### src/hw/rtl/owus_pkg.sv
// ----------------------------------------------------------------------------
// owus_pkg
// Shared types, codes and helpers of the 1-Wire over UART sequencer.
// ----------------------------------------------------------------------------
`timescale 1ns / 1ps

package owus_pkg;

  // Default payload buffer size
  localparam int MaxBytesDef = 16;
  // Largest buffer that the 4-bit load index can reach
  localparam int BufLimit    = 16;

  // Result queue depth (two results per item at most)
  localparam int FifoDepth   = 4;

  // Input operation codes
  localparam logic [1:0] OpStart = 2'd0;
  localparam logic [1:0] OpSlots = 2'd1;
  localparam logic [1:0] OpLoad  = 2'd2;

  // Result kinds
  localparam logic [1:0] KindSlots = 2'd0;
  localparam logic [1:0] KindRead  = 2'd1;
  localparam logic [1:0] KindDone  = 2'd2;
  localparam logic [1:0] KindBusy  = 2'd3;

  // Slot byte values
  localparam logic [7:0] ResetSlot = 8'hF0;
  localparam logic [7:0] SkipRom   = 8'hCC;
  localparam logic [7:0] SlotOne   = 8'hFF;

  // Slot counts
  localparam logic [3:0] SlotsReset = 4'd1;
  localparam logic [3:0] SlotsByte  = 4'd8;

  // Transaction phases
  typedef enum logic [4:0] {
    PhIdle    = 5'b00001,
    PhReset   = 5'b00010,
    PhRom     = 5'b00100,
    PhFunc    = 5'b01000,
    PhPayload = 5'b10000
  } owus_phase_e;

  // One input item
  typedef struct packed {
    logic [1:0]  op;
    logic        direction;
    logic [7:0]  func_cmd;
    logic [4:0]  length;
    logic [63:0] slot_echo;
    logic [3:0]  load_index;
    logic [7:0]  load_value;
  } owus_item_t;

  // One result item
  typedef struct packed {
    logic [1:0]  kind;
    logic [3:0]  slot_count;
    logic [63:0] slot_data;
    logic        slow_baud;
    logic [7:0]  read_byte;
    logic        devices_present;
    logic        last;
  } owus_result_t;

  // Results produced by one item, pushed into the queue together
  typedef struct packed {
    logic [1:0]   cnt;
    owus_result_t r0;
    owus_result_t r1;
  } owus_push_t;

  // Each data bit becomes one slot byte, LSB first
  function automatic logic [63:0] spread_bits(input logic [7:0] v);
    logic [63:0] s;
    s = '0;
    for (int i = 0; i < 8; i++) begin
      s[8*i +: 8] = {8{v[i]}};
    end
    return s;
  endfunction

  // A slot that echoed all ones reads as a one bit
  function automatic logic [7:0] gather_bits(input logic [63:0] echo);
    logic [7:0] v;
    for (int i = 0; i < 8; i++) begin
      v[i] = (echo[8*i +: 8] == SlotOne);
    end
    return v;
  endfunction

endpackage

### src/hw/rtl/owus_core.sv
// ----------------------------------------------------------------------------
// owus_core
// Transaction state, write buffer and result generation for one item.
// ----------------------------------------------------------------------------
`timescale 1ns / 1ps

module owus_core #(
  parameter int MaxBytes = owus_pkg::MaxBytesDef
) (
  input  logic                 clk_i,
  input  logic                 rst_ni,
  input  logic                 go_i,
  input  owus_pkg::owus_item_t item_i,
  output owus_pkg::owus_push_t push_o
);
  import owus_pkg::*;

  localparam int BufDepth = (MaxBytes < BufLimit) ? MaxBytes : BufLimit;
  localparam int IdxW     = (BufDepth > 1) ? $clog2(BufDepth) : 1;
  localparam logic [4:0] BufDepthW = 5'(BufDepth);
  localparam logic [8:0] MaxBytesW = 9'(MaxBytes);

  owus_phase_e phase_q, phase_d;
  logic        dir_q, dir_d;
  logic [7:0]  cmd_q, cmd_d;
  logic [4:0]  total_q, total_d;
  logic [4:0]  pos_q, pos_d;
  logic        pres_q, pres_d;
  logic [7:0]  wbuf_q [BufDepth];

  logic [7:0]   wr_byte;
  logic [7:0]   pay_byte;
  logic [4:0]   pos_inc;
  owus_result_t r0, r1;
  logic [1:0]   cnt;

  // Current write byte; positions past the buffer read as zero
  assign wr_byte  = (pos_q < BufDepthW) ? wbuf_q[pos_q[IdxW-1:0]] : 8'h00;
  assign pay_byte = dir_q ? wr_byte : SlotOne;
  assign pos_inc  = pos_q + 5'd1;

  // Step of the sequencer
  always_comb begin
    phase_d = phase_q;
    dir_d   = dir_q;
    cmd_d   = cmd_q;
    total_d = total_q;
    pos_d   = pos_q;
    pres_d  = pres_q;
    r0      = '0;
    r1      = '0;
    cnt     = 2'd0;
    if (go_i) begin
      priority if (item_i.op == OpStart) begin
        cnt     = 2'd1;
        r0.last = 1'b1;
        if (phase_q != PhIdle) begin
          r0.kind = KindBusy;
        end else begin
          dir_d   = item_i.direction;
          cmd_d   = item_i.func_cmd;
          total_d = ({4'd0, item_i.length} > MaxBytesW) ? 5'(MaxBytes) : item_i.length;
          pos_d   = 5'd0;
          phase_d = PhReset;
          r0.kind       = KindSlots;
          r0.slot_count = SlotsReset;
          r0.slot_data  = {56'd0, ResetSlot};
          r0.slow_baud  = 1'b1;
        end
      end else if (item_i.op == OpSlots) begin
        unique case (phase_q)
          PhReset: begin
            pres_d  = (item_i.slot_echo[7:0] != ResetSlot);
            cnt     = 2'd1;
            r0.kind = KindSlots;
            r0.slot_count = SlotsByte;
            r0.slot_data  = spread_bits(SkipRom);
            r0.last       = 1'b1;
            phase_d = PhRom;
          end
          PhRom: begin
            cnt     = 2'd1;
            r0.kind = KindSlots;
            r0.slot_count = SlotsByte;
            r0.slot_data  = spread_bits(cmd_q);
            r0.last       = 1'b1;
            phase_d = PhFunc;
          end
          PhFunc: begin
            cnt     = 2'd1;
            r0.last = 1'b1;
            if (total_q == 5'd0) begin
              phase_d = PhIdle;
              r0.kind = KindDone;
            end else begin
              r0.kind       = KindSlots;
              r0.slot_count = SlotsByte;
              r0.slot_data  = spread_bits(pay_byte);
              if (dir_q) begin
                pos_d = pos_inc;
              end
              phase_d = PhPayload;
            end
          end
          PhPayload: begin
            if (!dir_q) begin
              // Read: emit the byte, then done or the next read slots
              cnt          = 2'd2;
              r0.kind      = KindRead;
              r0.read_byte = gather_bits(item_i.slot_echo);
              r1.last      = 1'b1;
              pos_d        = pos_inc;
              if (pos_inc >= total_q) begin
                phase_d = PhIdle;
                r1.kind = KindDone;
              end else begin
                r1.kind       = KindSlots;
                r1.slot_count = SlotsByte;
                r1.slot_data  = spread_bits(SlotOne);
              end
            end else begin
              cnt     = 2'd1;
              r0.last = 1'b1;
              if (pos_q >= total_q) begin
                phase_d = PhIdle;
                r0.kind = KindDone;
              end else begin
                r0.kind       = KindSlots;
                r0.slot_count = SlotsByte;
                r0.slot_data  = spread_bits(wr_byte);
                pos_d         = pos_inc;
              end
            end
          end
          default: begin
            phase_d = PhIdle;
          end
        endcase
      end else begin
        // Loads and unknown ops give no result
        cnt = 2'd0;
      end
    end
    r0.devices_present = pres_d;
    r1.devices_present = pres_d;
  end

  assign push_o.cnt = cnt;
  assign push_o.r0  = r0;
  assign push_o.r1  = r1;

  // Control state
  always_ff @(posedge clk_i or negedge rst_ni) begin
    if (!rst_ni) begin
      phase_q <= PhIdle;
      dir_q   <= 1'b0;
      cmd_q   <= 8'h00;
      total_q <= 5'd0;
      pos_q   <= 5'd0;
      pres_q  <= 1'b0;
    end else begin
      phase_q <= phase_d;
      dir_q   <= dir_d;
      cmd_q   <= cmd_d;
      total_q <= total_d;
      pos_q   <= pos_d;
      pres_q  <= pres_d;
    end
  end

  // Write buffer, no reset
  always_ff @(posedge clk_i) begin
    if (go_i && item_i.op == OpLoad && {1'b0, item_i.load_index} < BufDepthW) begin
      wbuf_q[item_i.load_index[IdxW-1:0]] <= item_i.load_value;
    end
  end

  a_pos_bound: assert property (@(posedge clk_i) disable iff (!rst_ni)
    pos_q <= total_q)
    else $error("payload position beyond transfer length");

  a_idle_done: assert property (@(posedge clk_i) disable iff (!rst_ni)
    phase_q == PhIdle |-> pos_q == total_q)
    else $error("idle with payload left over");

  a_pair: assert property (@(posedge clk_i) disable iff (!rst_ni)
    push_o.cnt == 2'd2 |-> push_o.r0.kind == KindRead && !push_o.r0.last
                           && push_o.r1.last)
    else $error("bad result pair");

endmodule

### src/hw/rtl/owus_res_fifo.sv
// ----------------------------------------------------------------------------
// owus_res_fifo
// Result queue: takes up to two results a cycle, hands out one when popped.
// ----------------------------------------------------------------------------
`timescale 1ns / 1ps

module owus_res_fifo (
  input  logic                   clk_i,
  input  logic                   rst_ni,
  input  owus_pkg::owus_push_t   push_i,
  input  logic                   pop_i,
  output logic                   room_two_o,
  output logic                   valid_o,
  output owus_pkg::owus_result_t head_o
);
  import owus_pkg::*;

  localparam int PtrW = $clog2(FifoDepth);
  localparam int CntW = $clog2(FifoDepth + 1);

  owus_result_t    mem_q [FifoDepth];
  logic [PtrW-1:0] wr_q, rd_q;
  logic [CntW-1:0] cnt_q;
  logic [PtrW-1:0] wr_next;

  assign wr_next    = wr_q + PtrW'(1);
  assign valid_o    = (cnt_q != '0);
  assign head_o     = mem_q[rd_q];
  assign room_two_o = (cnt_q <= CntW'(FifoDepth - 2));

  // Pointers and fill level
  always_ff @(posedge clk_i or negedge rst_ni) begin
    if (!rst_ni) begin
      wr_q  <= '0;
      rd_q  <= '0;
      cnt_q <= '0;
    end else begin
      wr_q  <= wr_q + PtrW'(push_i.cnt);
      if (pop_i) begin
        rd_q <= rd_q + PtrW'(1);
      end
      cnt_q <= cnt_q + CntW'(push_i.cnt) - CntW'(pop_i);
    end
  end

  // Storage
  always_ff @(posedge clk_i) begin
    if (push_i.cnt != 2'd0) begin
      mem_q[wr_q] <= push_i.r0;
    end
    if (push_i.cnt == 2'd2) begin
      mem_q[wr_next] <= push_i.r1;
    end
  end

  a_level: assert property (@(posedge clk_i) disable iff (!rst_ni)
    cnt_q <= CntW'(FifoDepth))
    else $error("result queue overflow");

  a_push_room: assert property (@(posedge clk_i) disable iff (!rst_ni)
    push_i.cnt != 2'd0 |-> room_two_o)
    else $error("push without room");

  a_empty_ptr: assert property (@(posedge clk_i) disable iff (!rst_ni)
    cnt_q == '0 |-> wr_q == rd_q && !pop_i)
    else $error("empty queue pointer mismatch");

endmodule

### src/hw/rtl/onewire_uart_transaction_sequencer.sv
// ----------------------------------------------------------------------------
// onewire_uart_transaction_sequencer
// Path: input register, then a four-entry result queue holding the results.
// Throughput: one item per cycle while the queue has room for two results;
// items give up to two; the output hands out one per cycle unless stalled.
// Reset: asynchronous, active low; the sequencer returns to idle and the
// queue empties. Write buffer contents are undefined until loaded.
// ----------------------------------------------------------------------------
`timescale 1ns / 1ps

module onewire_uart_transaction_sequencer #(
  parameter int MaxBytes = owus_pkg::MaxBytesDef
) (
  input  logic        clk_i,
  input  logic        rst_ni,
  // Input items
  input  logic        in_valid_i,
  output logic        in_stall_o,
  input  logic [1:0]  op_i,
  input  logic        direction_i,
  input  logic [7:0]  func_cmd_i,
  input  logic [4:0]  length_i,
  input  logic [63:0] slot_echo_i,
  input  logic [3:0]  load_index_i,
  input  logic [7:0]  load_value_i,
  // Result items
  output logic        out_valid_o,
  input  logic        out_stall_i,
  output logic [1:0]  kind_o,
  output logic [3:0]  slot_count_o,
  output logic [63:0] slot_data_o,
  output logic        slow_baud_o,
  output logic [7:0]  read_byte_o,
  output logic        devices_present_o,
  output logic        last_o
);
  import owus_pkg::*;

  logic         in_vld_q;
  owus_item_t   item_q;
  logic         room_two;
  logic         go;
  owus_push_t   push;
  owus_result_t head;

  // Item advances when the queue can take two results
  assign go         = in_vld_q && room_two;
  assign in_stall_o = in_vld_q && !room_two;

  // Input register
  always_ff @(posedge clk_i or negedge rst_ni) begin
    if (!rst_ni) begin
      in_vld_q <= 1'b0;
    end else if (in_valid_i && !in_stall_o) begin
      in_vld_q <= 1'b1;
    end else if (go) begin
      in_vld_q <= 1'b0;
    end
  end

  always_ff @(posedge clk_i) begin
    if (in_valid_i && !in_stall_o) begin
      item_q.op         <= op_i;
      item_q.direction  <= direction_i;
      item_q.func_cmd   <= func_cmd_i;
      item_q.length     <= length_i;
      item_q.slot_echo  <= slot_echo_i;
      item_q.load_index <= load_index_i;
      item_q.load_value <= load_value_i;
    end
  end

  owus_core #(
    .MaxBytes(MaxBytes)
  ) u_core (
    .clk_i  (clk_i),
    .rst_ni (rst_ni),
    .go_i   (go),
    .item_i (item_q),
    .push_o (push)
  );

  owus_res_fifo u_fifo (
    .clk_i      (clk_i),
    .rst_ni     (rst_ni),
    .push_i     (push),
    .pop_i      (out_valid_o && !out_stall_i),
    .room_two_o (room_two),
    .valid_o    (out_valid_o),
    .head_o     (head)
  );

  assign kind_o            = head.kind;
  assign slot_count_o      = head.slot_count;
  assign slot_data_o       = head.slot_data;
  assign slow_baud_o       = head.slow_baud;
  assign read_byte_o       = head.read_byte;
  assign devices_present_o = head.devices_present;
  assign last_o            = head.last;

  a_stall_full: assert property (@(posedge clk_i) disable iff (!rst_ni)
    in_stall_o |-> in_vld_q && !room_two)
    else $error("stall without a held item");

  a_result_out: assert property (@(posedge clk_i) disable iff (!rst_ni)
    go && push.cnt != 2'd0 |=> out_valid_o)
    else $error("result not presented");

  a_drain: assert property (@(posedge clk_i) disable iff (!rst_ni)
    !out_valid_o |-> !in_stall_o)
    else $error("stall with empty result queue");

endmodule
### config.mk
export PLATFORM = sky130hd
export DESIGN_NAME = onewire_uart_transaction_sequencer
export DESIGN_NICKNAME = d
export VERILOG_FILES = /design/src/hw/rtl/owus_pkg.sv /design/src/hw/rtl/owus_core.sv /design/src/hw/rtl/owus_res_fifo.sv /design/src/hw/rtl/onewire_uart_transaction_sequencer.sv
export SDC_FILE = /design/constraint.sdc
export NUM_CORES = 1
export LEC_CHECK = 0
export ABC_AREA = 1
export CORE_AREA = 2 2 347 349
export DETAILED_ROUTE_END_ITERATION = 16
export DIE_AREA = 0 0 349 351
export DONT_BUFFER_PORTS = 1
export SYNTH_ARGS = -nofsm -noshare
export SYNTH_HDL_FRONTEND = slang
export SYNTH_HIERARCHICAL = 1
export SYNTH_SLANG_ARGS = --single-unit
export TNS_END_PERCENT = 30
### constraint.sdc
create_clock -name clk_i -period 6.9 [get_ports clk_i]
set_clock_uncertainty 0.15 [all_clocks]
set_input_delay 0.345 -clock clk_i [delete_from_list [all_inputs] [get_ports clk_i]]
set_output_delay 0.345 -clock clk_i [all_outputs]
set_load 0.02 [all_outputs]
== Yosys cells after proc, flatten, opt, wreduce, memory -nomap -nowiden ==
Memories as Yosys holds them, arrays and structs flattened.
Cells that the tools add are included.
Cells by class
  bitwise gates (word level): 1
  order comparisons: 5
  $add $sub $neg: 6
  eq/ne operators: 23
  mux-type cells: 70
  reductions and logical operators: 19
Operator list (count)
  70-bit 2-to-1 mux: 7
  70-bit case mux with 4 select lines: 1
  68-bit 2-to-1 mux: 4
  79-bit 2-to-1 mux: 1
  5-bit 2-to-1 mux: 15
  66-bit 2-to-1 mux: 1
  8-bit equality test (second input constant): 8
  8-bit 2-to-1 mux: 6
  1-bit 2-to-1 mux: 22
  5-bit case mux with 4 select lines: 1
  2-bit 2-to-1 mux: 9
  5-bit >= comparator: 2
  5-bit case mux with 2 select lines: 1
  4-bit inequality test (second input constant): 2
  8-bit inequality test (second input constant): 1
  7-bit AND reduction: 1
  2-bit nonzero test: 3
  3-bit nonzero test: 2
  5-bit by 1-bit adder with 5-bit output (second input constant): 1
  5-bit by 2-bit equality test with 1-bit output (second input constant): 1
  5-bit by 3-bit equality test with 1-bit output (second input constant): 1
  5-bit by 4-bit equality test with 1-bit output (second input constant): 1
  5-bit equality test (second input constant): 1
  5-bit > comparator (second input constant): 1
  23 further kinds: 31
Storage, ports and cells
  input port bits: 96
  bits in registers: 125
  word-level logic and storage cells: 143
  memories: 2
  output and inout port bits: 83
  RAM bits: 452
Memory list
  u_fifo.mem_q: words 4, width 81, read ports 1, clocked after memory_dff 0, wr ports 2, line owus_res_fifo.sv:21  | owus_result_t mem_q [FifoDepth];
  u_core.wbuf_q: words 16, width 8, read ports 1, clocked after memory_dff 0, wr ports 1, line owus_core.sv:29  | logic [7:0] wbuf_q [BufDepth];

== Logic depth before layout (Yosys ltp) ==
  word-level depth: 9
  depth in mapped cells: 17

== Modules after synthesis ==
The synthesis kept the hierarchy.
Modules (own cells, without submodules)
  owus_res_fifo: instances 1, cells an instance 2317, seq. area each 9904.5 µm², area an instance 18276.3 µm²
  owus_core: instances 1, cells an instance 898, seq. area each 4470.5 µm², area an instance 8340.5 µm²
  onewire_uart_transaction_sequencer: instances 1, cells an instance 103, seq. area each 2787.7 µm², area an instance 2835.2 µm²

== Worst setup path after synthesis ==
OpenSTA, ideal clock, no wires.
  path kind: reg2reg
  start point: reg u_core.pos_q[1]
  end point: mem u_fifo/mem_q[3][12] (netlist bit), data pin
  path buffers: 3
  slack: 2.127 ns
  period minus slack after synthesis: 4.773 ns
  stages on the path, launching flop included: 18
  arrival time: 4.492 ns
  cell sequence: dfrtp_1 > buf_4 > nand2_1 > inv_2 > buf_2 > nand2_1 > xor2_1 > inv_1 > ha_1 > nand2_1 > o21bai_1 > nand2_1 > nor2_1 > nand2_1 > nor2_1 > buf_4 > nand3_1 > nand2_1
RTL lines
  start, declared: line owus_core.sv:27  | logic [4:0] pos_q, pos_d;
  start signal, assigned: line owus_core.sv:166  | pos_q <= pos_d;
  end, declared: line owus_res_fifo.sv:21

==> run_results.csv <==
group,metric,value,unit
worst_setup_path,reg2reg_slack,0.86,ns
synthesis,synthArstFlopShare,5.72,%
routing,routedWlPerCell,16.4,um
placement,dp_cells,4595,
power,powerDensity,353,nW/um^2
worst_setup_path,worstSetupPathType,"flop to flop",
synthesis,yosysTopAreaCellShare,55.5,%
synthesis,synthMuxAreaShare,0,%
routing,remaining_drc_errors,0,
finish,fin_cells,4811,
worst_setup_path,endpoint_kind,"flop",
synthesis,syn_inst,3318,
routing,routed_wl,78700,um
clocking,cts.clk_slew.worst_paths,0.06,ns
clocking,cts_resized,0,
clocking,cts_made_buffers,67,
global_route,antenna_found_initial,4,
global_route,grt_pass1_vias,20100,
worst_hold_path,min_path_type,"primary input to flop",
clocking,clk_latency,0.63,ns
worst_setup_path,critPathArrivalTime,6.14,ns
worst_setup_path,critical_path_required,7.00,ns
timing,period_share,87.5,%
run,maxCapViolCount,0,
clocking,cts.sinks,577,
finish,postLayoutCoreUtil,27.8,%
synthesis,ys_ff_latch,577,
placement,place_congestion,0.791,
synthesis,synth-adder-area-share,0.705,%
clocking,root_buffer,"clkbuf_16",
floorplan,die-height,351,um
worst_setup_path,r2r-end,"u_fifo/mem_q[0][32]",
timing,final-setup-viol-count,0,
synthesis,synth.most_common_cell,"nand2_1",
floorplan,core,119000,sq um
placement,dpl.hpwl,44800,um
synthesis,ys.flop_type,"edfxtp_1",
finish,design.final.nets,3326,
global_route,grt_pass1_wl,120000,um
synthesis,synth-xor-area-share,0.119,%
synthesis,synth_top_family_by_area,"simple AND/OR/NAND/NOR gates",
worst_setup_path,crit_fanout,82,
global_route,grt_max_degree,168,
routing,first_pass_iters,5,
timing,clock.fmax,166,MHz
clocking,cts_tree,"built",
synthesis,syn_area,29500,sq um
timing,worst_slew_margin_rel,17.5,%
timing,worst_slew_pin_slew,1.24,ns
global_route,overflow,0,
synthesis,ys_warn_count,6,
finish,layout-drive-gt1-share,7.97,%
synthesis,synth_area_leaders,"edfxtp_1 55%, nand2_1 17%, nand3_1 8.0%, inv_1 4.1%, buf_4 3.8%",
worst_setup_path,worstRegToRegCells,12,
synthesis,avgSynthCellArea,8.88,sq um
placement,port_buffers,0,
worst_hold_path,min-delay-start,"slot_echo_i[31]",
synthesis,synth_area_leader_cell,"edfxtp_1",
worst_hold_path,hold_path_end,"item_q[43]",
timing,hold_viol_final,0,
power,vdd_drop_max,0.434,mV
routing,ant_nets,0,
synthesis,ys_types,43,
power,p_leak,0.0142,uW
routing,viasPerCell,4.37,
floorplan,initial_core_util,24.7,%
worst_hold_path,hold_depth,1,
floorplan,core.rowCount,127,
routing,vias,21000,
floorplan,ios,179,
synthesis,synth-edff-count,544,
floorplan,die_w,349,um
timing,tns,0,ns
timing,final_max_slew_viol_count,0,
floorplan,dieArea,122000,sq um
status,status,"finished, final reports clean",
synthesis,synth-simple-area-share,28.8,%
global_route,grt_usage,12.6,%
finish,syn2layout_area_growth,12.3,%
synthesis,synth_compound_area_share,1.53,%
timing,min_period,6.04,ns
clocking,cts_buffer_depth,3,
clocking,htreeDepth,3,
clocking,cts_hold_buf,98,
routing,initialDrtViolationCount,1899,
timing,rsz0062_at_grt,"no",
synthesis,synth_commonest_cells,"1,295 x nand2_1, 544 x edfxtp_1, 472 x nand3_1",
synthesis,yosysSeqAreaShare,58.3,%
worst_setup_path,r2r_start,"u_fifo/cnt_q[1]",
worst_setup_path,start_kind,"flop",
clocking,cts_setup_buffers,0,
-- area by class of cell --
| cell class | count | area (sq um) |
|---|---|---|
| Antenna cell | 1 | 2.50 |
| Tap cell | 1548 | 1940 |
| Inverter | 340 | 1280 |
| Sequential cell | 577 | 17200 |
| Timing Repair Buffer | 122 | 1180 |
| Clock inverter | 36 | 357 |
| Fill cell | 12300 | 85900 |
| Clock buffer | 81 | 1770 |
| Multi-Input combinational cell | 2106 | 9380 |
-- critical path, cell delays in order, from the launching register on --
cell and delay [ns]:
dfrtp_1 0.40, a21oi_1 0.35, nand2_1 0.09, inv_1 0.16, nand2_1 0.13, nor2_1 0.19, nand3_1 0.61, inv_1 0.47
inv_2 0.12, nor2_4 0.54, nand2_4 0.81, nand2_4 1.00, buf_4 0.59
-- stage by stage --
step                      area, sq um  worst slack (ns)  hold WS, ns  power (uW)
after floorplan                 29500              2.13       -0.101        7080
after global placement          30000             0.982      -0.0983        8250
after detailed placement        30000             0.785      -0.0984        8300
after CTS                       33100             0.733        0.149       11900
after global routing            33100             0.293        0.164       12300
final                           33100             0.862        0.190       11700
-- per-layer routing --
metal,global-route usage (%),vias to the layer above,part of all wire [%]
met5,0,-,0.017
met4,4.10,2,2.4
met3,3.27,125,7.3
met2,20.8,616,48
met1,16.2,9919,43
li1,-,10400,-
-- power breakdown --
part | switching (uW) | internal [uW] | leakage (uW)
clock | 1480 | 2000 | 0.00103
combinational | 2800 | 796 | 0.00788
sequential | 295 | 4300 | 0.00527
total | 4580 | 7100 | 0.0142
-- placed cells by master (no fill, tap or decap), types with 13 or more instances in the layout --
cell type / instances
ha_1: 15
inv_1: 325
a21oi_1: 14
nand3_1: 472
clkinv_1: 13
edfxtp_1: 544
dlygate4sd3_1: 97
conb_1: 15
nor2_1: 83
nand4_1: 22
clkbuf_16: 68
dfrtp_1: 29
o21ai_1: 23
buf_4: 23
or2_2: 81
nand2_1: 1289
nor3_1: 13
-- worst max path at each step --
stage               startpoint                   to  slack, ns  cells after the start
2_1_floorplan  u_core/pos_q[1]  u_fifo/mem_q[3][12]       2.13                     17
3_3_place_gp   u_fifo/cnt_q[2]  u_fifo/mem_q[0][57]       0.98                     12
3_5_place_dp   u_fifo/cnt_q[1]  u_fifo/mem_q[0][57]       0.78                     12
4_1_cts        u_fifo/cnt_q[1]  u_fifo/mem_q[0][35]       0.73                     12
5_1_grt        u_fifo/cnt_q[1]  u_fifo/mem_q[0][25]       0.29                     12
6_report       u_fifo/cnt_q[1]  u_fifo/mem_q[0][32]       0.86                     12
-- logic make-up (layout without fill, tap and decap cells) --
| kind of cell | after synthesis | in the layout |
|---|---|---|
| compound gates | 76 | 76 |
| other cells | 1 | 16 |
| fa+ha+maj | 16 | 16 |
| flops | 577 | 577 |
| simple gates | 1995 | 1995 |
| buf+inv | 649 | 579 |
| xor+xnor | 4 | 4 |
-- flip-flops by register name, summed over array words and instances (netlist names) --
signal          flops
u_core/pres_q       1
u_core/total_q      5
u_core/phase_q      5
u_fifo/cnt_q        3
u_core/dir_q        1
u_core/pos_q        5
u_core/cmd_q        8
item_q             92
u_fifo/wr_q         2
u_fifo/rd_q         2
u_fifo/mem_q      324
u_core/wbuf_q     128
in_vld_q            1
(Power assumes the default switching activity.)
